--- src/hdl/lpcw_pkg.sv ---
package lpcw_pkg;

   localparam int LED_DEPTH  = 256;
   localparam int LED_IDX_W  = $clog2(LED_DEPTH);
   localparam int HUE_W      = 16;
   localparam int CHAN_W     = 8;
   localparam int COUNT_W    = 9;
   localparam int CSR_IDX_W  = 2;
   localparam int CSR_DATA_W = 9;
   localparam int STAGES     = 7;

   localparam logic [CHAN_W-1:0]  CHAN_MAX     = 8'd255;
   localparam logic [CHAN_W-1:0]  BRIGHT_RESET = 8'd255;
   localparam logic [COUNT_W-1:0] COUNT_RESET  = 9'd256;

   localparam logic [15:0] HUE_PERIOD     = 16'd360;
   localparam logic [31:0] HUE_RECIP      = 32'd46604;
   localparam int          HUE_RECIP_SH   = 24;
   localparam logic [18:0] SEC_RECIP      = 19'd1093;
   localparam int          SEC_RECIP_SH   = 16;
   localparam logic [8:0]  SEC_SPAN       = 9'd60;
   localparam logic [9:0]  F_MUL          = 10'd17;
   localparam int          F_SHIFT        = 2;

   localparam logic [CSR_IDX_W-1:0] REG_BRIGHTNESS = 2'd0;
   localparam logic [CSR_IDX_W-1:0] REG_STRIP_LEN  = 2'd1;

   localparam logic FUNC_RGB = 1'b0;
   localparam logic FUNC_HSV = 1'b1;

   localparam logic STATUS_OK    = 1'b0;
   localparam logic STATUS_RANGE = 1'b1;

   localparam logic [2:0] SEC_RED_YEL = 3'd0;
   localparam logic [2:0] SEC_YEL_GRN = 3'd1;
   localparam logic [2:0] SEC_GRN_CYN = 3'd2;
   localparam logic [2:0] SEC_CYN_BLU = 3'd3;
   localparam logic [2:0] SEC_BLU_MAG = 3'd4;

   typedef struct packed {
      logic                 func;
      logic                 ok;
      logic [LED_IDX_W-1:0] idx;
      logic [CHAN_W-1:0]    red;
      logic [CHAN_W-1:0]    green;
      logic [CHAN_W-1:0]    blue;
      logic [HUE_W-1:0]     hue;
      logic [CHAN_W-1:0]    sat;
      logic [CHAN_W-1:0]    level;
   } lpcw_item_type;

   typedef struct packed {
      logic                 ok;
      logic [LED_IDX_W-1:0] idx;
      logic [CHAN_W-1:0]    red;
      logic [CHAN_W-1:0]    green;
      logic [CHAN_W-1:0]    blue;
   } lpcw_pix_type;

   typedef struct packed {
      logic                 status;
      logic [LED_IDX_W-1:0] pixel_index;
      logic [CHAN_W-1:0]    drive_red;
      logic [CHAN_W-1:0]    drive_green;
      logic [CHAN_W-1:0]    drive_blue;
      logic [CHAN_W-1:0]    raw_red;
      logic [CHAN_W-1:0]    raw_green;
      logic [CHAN_W-1:0]    raw_blue;
   } lpcw_rsp_type;

   // Exact floor(x / 255) for every x up to 255 * 255.
   function automatic logic [CHAN_W-1:0] div255(input logic [15:0] x);
      logic [16:0] sum;
      sum = 17'(x) + 17'(x[15:8]) + 17'd1;
      return sum[15:8];
   endfunction

endpackage

--- src/hdl/lpcw_hsv.sv ---
module lpcw_hsv (
   input  logic                    clock,
   input  logic                    reset,
   input  logic                    in_valid,
   output logic                    in_ready,
   input  lpcw_pkg::lpcw_item_type in_item,
   output logic                    out_valid,
   input  logic                    out_ready,
   output lpcw_pkg::lpcw_pix_type  out_pix
);
   import lpcw_pkg::*;

   logic [STAGES-1:0] v_ff;
   logic [STAGES-1:0] adv;

   lpcw_item_type c0_ff, c1_ff, c2_ff, c3_ff, c4_ff, c5_ff;
   logic [31:0]       hprod0_ff, hprod0_in;
   logic [15:0]       pn0_ff, pn0_in;
   logic [8:0]        h360_1_ff, h360_1_in, h360_2_ff;
   logic [15:0]       hsub;
   logic [7:0]        qt;
   logic [CHAN_W-1:0] p1_ff, p1_in, p2_ff, p3_ff, p4_ff, p5_ff;
   logic [18:0]       secp2_ff, secp2_in;
   logic [2:0]        sec3_ff, sec3_in, sec4_ff, sec5_ff;
   logic [5:0]        rem;
   logic [9:0]        fm;
   logic [CHAN_W-1:0] f3_ff, f3_in;
   logic [15:0]       fs4_ff, fs4_in, ts4_ff, ts4_in;
   logic [CHAN_W-1:0] xq, xt;
   logic [15:0]       qn5_ff, qn5_in, tn5_ff, tn5_in;
   logic [CHAN_W-1:0] qv, tv, pv, vv;
   lpcw_pix_type      pix6_ff, pix6_in;

   always_comb begin
      adv[STAGES-1] = !v_ff[STAGES-1] || out_ready;
      for (int k = STAGES - 2; k >= 0; k--) begin
         adv[k] = !v_ff[k] || adv[k+1];
      end
   end

   assign in_ready  = adv[0];
   assign out_valid = v_ff[STAGES-1];
   assign out_pix   = pix6_ff;

   always_comb begin
      hprod0_in = 32'(in_item.hue) * HUE_RECIP;
      pn0_in    = 16'(in_item.level) * 16'(CHAN_MAX - in_item.sat);

      qt        = hprod0_ff[HUE_RECIP_SH +: 8];
      hsub      = 16'(16'(qt) * HUE_PERIOD);
      h360_1_in = 9'(c0_ff.hue - hsub);
      p1_in     = div255(pn0_ff);

      secp2_in  = 19'(h360_1_ff) * SEC_RECIP;

      sec3_in   = secp2_ff[SEC_RECIP_SH +: 3];
      rem       = 6'(h360_2_ff - 9'(9'(sec3_in) * SEC_SPAN));
      fm        = 10'(rem) * F_MUL;
      f3_in     = 8'(fm >> F_SHIFT);

      fs4_in    = 16'(f3_ff) * 16'(c3_ff.sat);
      ts4_in    = 16'(CHAN_MAX - f3_ff) * 16'(c3_ff.sat);

      xq        = CHAN_MAX - div255(fs4_ff);
      xt        = CHAN_MAX - div255(ts4_ff);
      qn5_in    = 16'(c4_ff.level) * 16'(xq);
      tn5_in    = 16'(c4_ff.level) * 16'(xt);

      qv = div255(qn5_ff);
      tv = div255(tn5_ff);
      pv = p5_ff;
      vv = c5_ff.level;
      pix6_in.ok  = c5_ff.ok;
      pix6_in.idx = c5_ff.idx;
      if (c5_ff.func == FUNC_RGB) begin
         pix6_in.red   = c5_ff.red;
         pix6_in.green = c5_ff.green;
         pix6_in.blue  = c5_ff.blue;
      end else begin
         unique case (sec5_ff)
            SEC_RED_YEL: begin
               pix6_in.red = vv; pix6_in.green = tv; pix6_in.blue = pv;
            end
            SEC_YEL_GRN: begin
               pix6_in.red = qv; pix6_in.green = vv; pix6_in.blue = pv;
            end
            SEC_GRN_CYN: begin
               pix6_in.red = pv; pix6_in.green = vv; pix6_in.blue = tv;
            end
            SEC_CYN_BLU: begin
               pix6_in.red = pv; pix6_in.green = qv; pix6_in.blue = vv;
            end
            SEC_BLU_MAG: begin
               pix6_in.red = tv; pix6_in.green = pv; pix6_in.blue = vv;
            end
            default: begin
               pix6_in.red = vv; pix6_in.green = pv; pix6_in.blue = qv;
            end
         endcase
      end
      if (!c5_ff.ok) begin
         pix6_in.red   = '0;
         pix6_in.green = '0;
         pix6_in.blue  = '0;
      end
   end

   always_ff @(posedge clock) begin
      if (reset) begin
         v_ff <= '0;
      end else begin
         if (adv[0]) begin
            v_ff[0] <= in_valid;
         end
         for (int k = 1; k < STAGES; k++) begin
            if (adv[k]) begin
               v_ff[k] <= v_ff[k-1];
            end
         end
      end
   end

   always_ff @(posedge clock) begin
      if (adv[0]) begin
         c0_ff     <= in_item;
         hprod0_ff <= hprod0_in;
         pn0_ff    <= pn0_in;
      end
      if (adv[1]) begin
         c1_ff     <= c0_ff;
         h360_1_ff <= h360_1_in;
         p1_ff     <= p1_in;
      end
      if (adv[2]) begin
         c2_ff     <= c1_ff;
         h360_2_ff <= h360_1_ff;
         secp2_ff  <= secp2_in;
         p2_ff     <= p1_ff;
      end
      if (adv[3]) begin
         c3_ff   <= c2_ff;
         sec3_ff <= sec3_in;
         f3_ff   <= f3_in;
         p3_ff   <= p2_ff;
      end
      if (adv[4]) begin
         c4_ff   <= c3_ff;
         sec4_ff <= sec3_ff;
         fs4_ff  <= fs4_in;
         ts4_ff  <= ts4_in;
         p4_ff   <= p3_ff;
      end
      if (adv[5]) begin
         c5_ff   <= c4_ff;
         sec5_ff <= sec4_ff;
         qn5_ff  <= qn5_in;
         tn5_ff  <= tn5_in;
         p5_ff   <= p4_ff;
      end
      if (adv[6]) begin
         pix6_ff <= pix6_in;
      end
   end

endmodule

--- config.mk ---
export PLATFORM = sky130hd
export DESIGN_NAME = lpcw_hsv
export DESIGN_NICKNAME = d
export VERILOG_FILES = /design/src/hdl/lpcw_pkg.sv /design/src/hdl/lpcw_hsv.sv
export SDC_FILE = /design/constraint.sdc
export NUM_CORES = 1
export LEC_CHECK = 0
export BUFFER_PORTS_ARGS = -buffer_cell sky130_fd_sc_hd__buf_4
export CAP_MARGIN = 10
export CELL_PAD_IN_SITES_DETAIL_PLACEMENT = 2
export CELL_PAD_IN_SITES_GLOBAL_PLACEMENT = 2
export CORE_MARGIN = 3
export CORE_UTILIZATION = 48
export CTS_BUF_LIST = sky130_fd_sc_hd__clkbuf_8 sky130_fd_sc_hd__clkbuf_16
export CTS_CLUSTER_DIAMETER = 100
export DETAILED_ROUTE_END_ITERATION = 12
export PLACE_DENSITY = 0.87
export SYNTH_ARGS = -nofsm -noshare
export SYNTH_HDL_FRONTEND = slang
export SYNTH_SLANG_ARGS = --single-unit
export TNS_END_PERCENT = 10
--- constraint.sdc ---
create_clock -name clock -period 12.8 [get_ports clock]
set_input_delay 1.28 -clock clock [delete_from_list [all_inputs] [get_ports clock]]
set_output_delay 1.28 -clock clock [all_outputs]
set_load 0.02 [all_outputs]
==> run metrics <==
Syn Inst Count=2616; ys flop type=edfxtp_1; DRT Pass-1 Iters=5; hold_buf cts=0; most used cell, CP=fa_1; first-pass GRT wire length=190000 um; syn avg cell area=12.4 um2; Crit-path slowest cell=xnor2_1; Die Ht=266 um; max cap viols=0; CTS H-tree depth=2; IO Count=105; Synth Register Bits=494; Port Buffer Count=104; vias per std cell=6.23; Reg clk slew, reported paths=0.12 ns; die footprint=70600 um2; Routed wire per std cell=36.4 um; critical path endpoint category=register; # Post-CTS Setup Buffers=0; fin util=0.543; Initial DRC Count=2046; Initial Util=0.489; crit-path leading delay family=adder cells; Data arrival, critical path=7.66 ns; WP buf/inv=3; # DRC=0; Hold Fails Final Rpt=0; Max-Slew Margin vs Limit=0.0636; crit-path max cell delay=0.63 ns; Total GRT Usage=0.376; RSZ-0062 raised after global routing=false; synth-to-layout area growth=11.0%; detailed placement HPWL=87100 um; Clock Skews=0.0609 ns; root buffer cell=clkbuf_16; antenna violations before repair=4; Synth Net Count=3304; Required @ worst endpoint=13.20 ns; crit-path max FO=8; hold crit path type=register to register; share of cells above drive strength 1=0.0765; largest net degree at the start of global routing=83; worst slew pin tran=1.40 ns; achievable frequency=138 MHz; final setup fails=0; Post-Syn Area=32400 um2; CTS sink count=494; Hold WS=0.404 ns; number of global-route vias before repair=26600; Clk Latency, worst-skew pair=0.68 ns; Final min period=7.27 ns; CTS tree=yes; status=completed; Core Box Area=66200 um2; fillers=6187; Tcrit/Tclk final=0.568; final max-slew violation count=0; crit path kind=register to register; GPL Wtd Cong=0.876; sequential share of the synthesized area=0.456; crit path launch type=register; Overflow after GRT=0; Total Wirelength=133000 um; clock buffer depth=3; Cell Chain, Critical Path=ha_1, a41oi_1, o21ai_0, o21ai_1, a21oi_1, xnor2_1, nand2_1, fa_1, inv_1, fa_1, fa_1, inv_1, fa_1, inv_1, ha_1, o21a_1, o31a_1, o211ai_2, a21oi_1, a2111oi_2, a21oi_1, xnor2_1; Fin Setup TNS=0 ns; Post-CTS Resized=0; Die X-Extent=266 um; num rows=94; EDFF count, synth=487; Ys Warns=0; Synth async-reset ratio=0; Unique masters post-synth=64; antenna viol nets, final=0; Layout Nets=3432; CTS Buf Count=54; Vias=22800
[synthesized netlist by cell type (13+ instances only)]
library cell / n / area share
nand2b_1: 58 / 0.011
o21ai_0: 65 / 0.010
nor2_1: 78 / 0.0090
ha_1: 373 / 0.14
and3_1: 13 / 0.0025
edfxtp_1: 487 / 0.45
a21oi_1: 91 / 0.014
nor3_1: 22 / 0.0034
xor2_1: 31 / 0.0084
fa_1: 245 / 0.15
o21a_1: 15 / 0.0035
xnor2_1: 88 / 0.024
nand3_1: 34 / 0.0053
clkbuf_1: 38 / 0.0044
inv_1: 424 / 0.049
and2_1: 130 / 0.025
nand2_1: 162 / 0.019
nor2b_1: 104 / 0.020
[cell type report]
type | instances | area [um2] | share of cell area
diodes | 4 | 10.0 | 0.000279
well taps | 864 | 1080 | 0.0301
multi-input cells | 1656 | 15900 | 0.441
repair buffers | 114 | 860 | 0.0239
flip-flops and latches | 494 | 14800 | 0.411
clock buffers | 54 | 1350 | 0.0376
inverters | 424 | 1590 | 0.0443
clock inverters | 43 | 408 | 0.0114
[through the flow]
step	setup slack (ns)	instances	area (um2)
3_5_place_dp	6.04	3551	34100
3_3_place_gp	6.72	3551	34100
6_report	5.53	3653	35900
5_1_grt	5.39	3650	35900
2_1_floorplan	7.08	2616	32400
4_1_cts	5.66	3648	35900
[flip-flops by register name, summed over array words and instances (netlist names), 9 cells and up]
name       count
c0_ff         59
c1_ff         50
c2_ff         50
c3_ff         50
c4_ff         42
c5_ff         34
out_pix       33
fs4_ff        16
pn0_ff        16
qn5_ff        16
tn5_ff        16
ts4_ff        16
h360_1_ff      9
[routing by layer]
metal  track usage  wire length [um]  vias to the layer above
met2         0.682             68400                     1355
li1              -                 -                     9110
met1         0.386             43200                    11700
met3        0.0613              8400                      633
met4         0.296             13000                        4
met5             0                23                        -
[cell families (layout without fill, tap and decap cells)]
group                    after synthesis  after routing  share of synthesized area
AO/OA/AOI/OAI                        286            286                     0.0589
XOR/XNOR                             119            119                     0.0322
adder cells (fa/ha/maj)              618            618                      0.296
buffers and inverters                466            635                     0.0541
flip-flops                           494            494                      0.456
multiplexers                           3              3                   0.000928
other                                  0              4                          0
AND/OR/NAND/NOR                      630            630                      0.102
[cell usage in the layout (no fill, tap or decap), types with 4 or more instances in the layout]
| cell | n |
|---|---|
| a211oi_1 | 11 |
| a21boi_0 | 4 |
| a21o_1 | 12 |
| a21oi_1 | 91 |
| a221oi_1 | 6 |
| a22oi_1 | 6 |
| a31oi_1 | 8 |
| and2_1 | 130 |
| and3_1 | 13 |
| buf_4 | 113 |
| bufinv_16 | 5 |
| clkbuf_16 | 54 |
| clkinv_1 | 13 |
| clkinv_2 | 9 |
| clkinvlp_4 | 6 |
| dfxtp_1 | 7 |
| diode_2 | 4 |
| edfxtp_1 | 487 |
| fa_1 | 245 |
| ha_1 | 373 |
| inv_1 | 427 |
| nand2_1 | 160 |
| nand2b_1 | 58 |
| nand3_1 | 33 |
| nand4_1 | 6 |
| nor2_1 | 78 |
| nor2b_1 | 104 |
| nor3_1 | 22 |
| nor4_1 | 6 |
| o211a_1 | 4 |
| o211ai_1 | 8 |
| o21a_1 | 15 |
| o21ai_0 | 65 |
| o21ai_1 | 4 |
| o221ai_1 | 4 |
| o22ai_1 | 7 |
| or3_1 | 5 |
| xnor2_1 | 88 |
| xor2_1 | 31 |
[path summary, 6_finish.rpt]
kind | start | end | slack [ns] | cells after the start
hold / removal | c3_ff[60] | c4_ff[60] | 0.40 | 0
setup reg to reg | ts4_ff[12] | tn5_ff[15] | 5.53 | 22
hold reg to reg | c3_ff[60] | c4_ff[60] | 0.40 | 0
setup / recovery | ts4_ff[12] | tn5_ff[15] | 5.53 | 22
[worst reg2reg max path: stages (launching register included)]
cell	delay (ns)
edfxtp_1	0.50
ha_1	0.36
a41oi_1	0.27
o21ai_0	0.20
o21ai_1	0.30
a21oi_1	0.17
xnor2_1	0.63
nand2_1	0.27
fa_1	0.51
inv_1	0.12
fa_1	0.49
fa_1	0.59
inv_1	0.07
fa_1	0.51
inv_1	0.06
ha_1	0.34
o21a_1	0.16
o31a_1	0.18
o211ai_2	0.26
a21oi_1	0.15
a2111oi_2	0.57
a21oi_1	0.16
xnor2_1	0.16
Power is left out: the tool's default activity adds up to more than one toggle a clock period on the data nets, which glitch-free logic cannot reach.
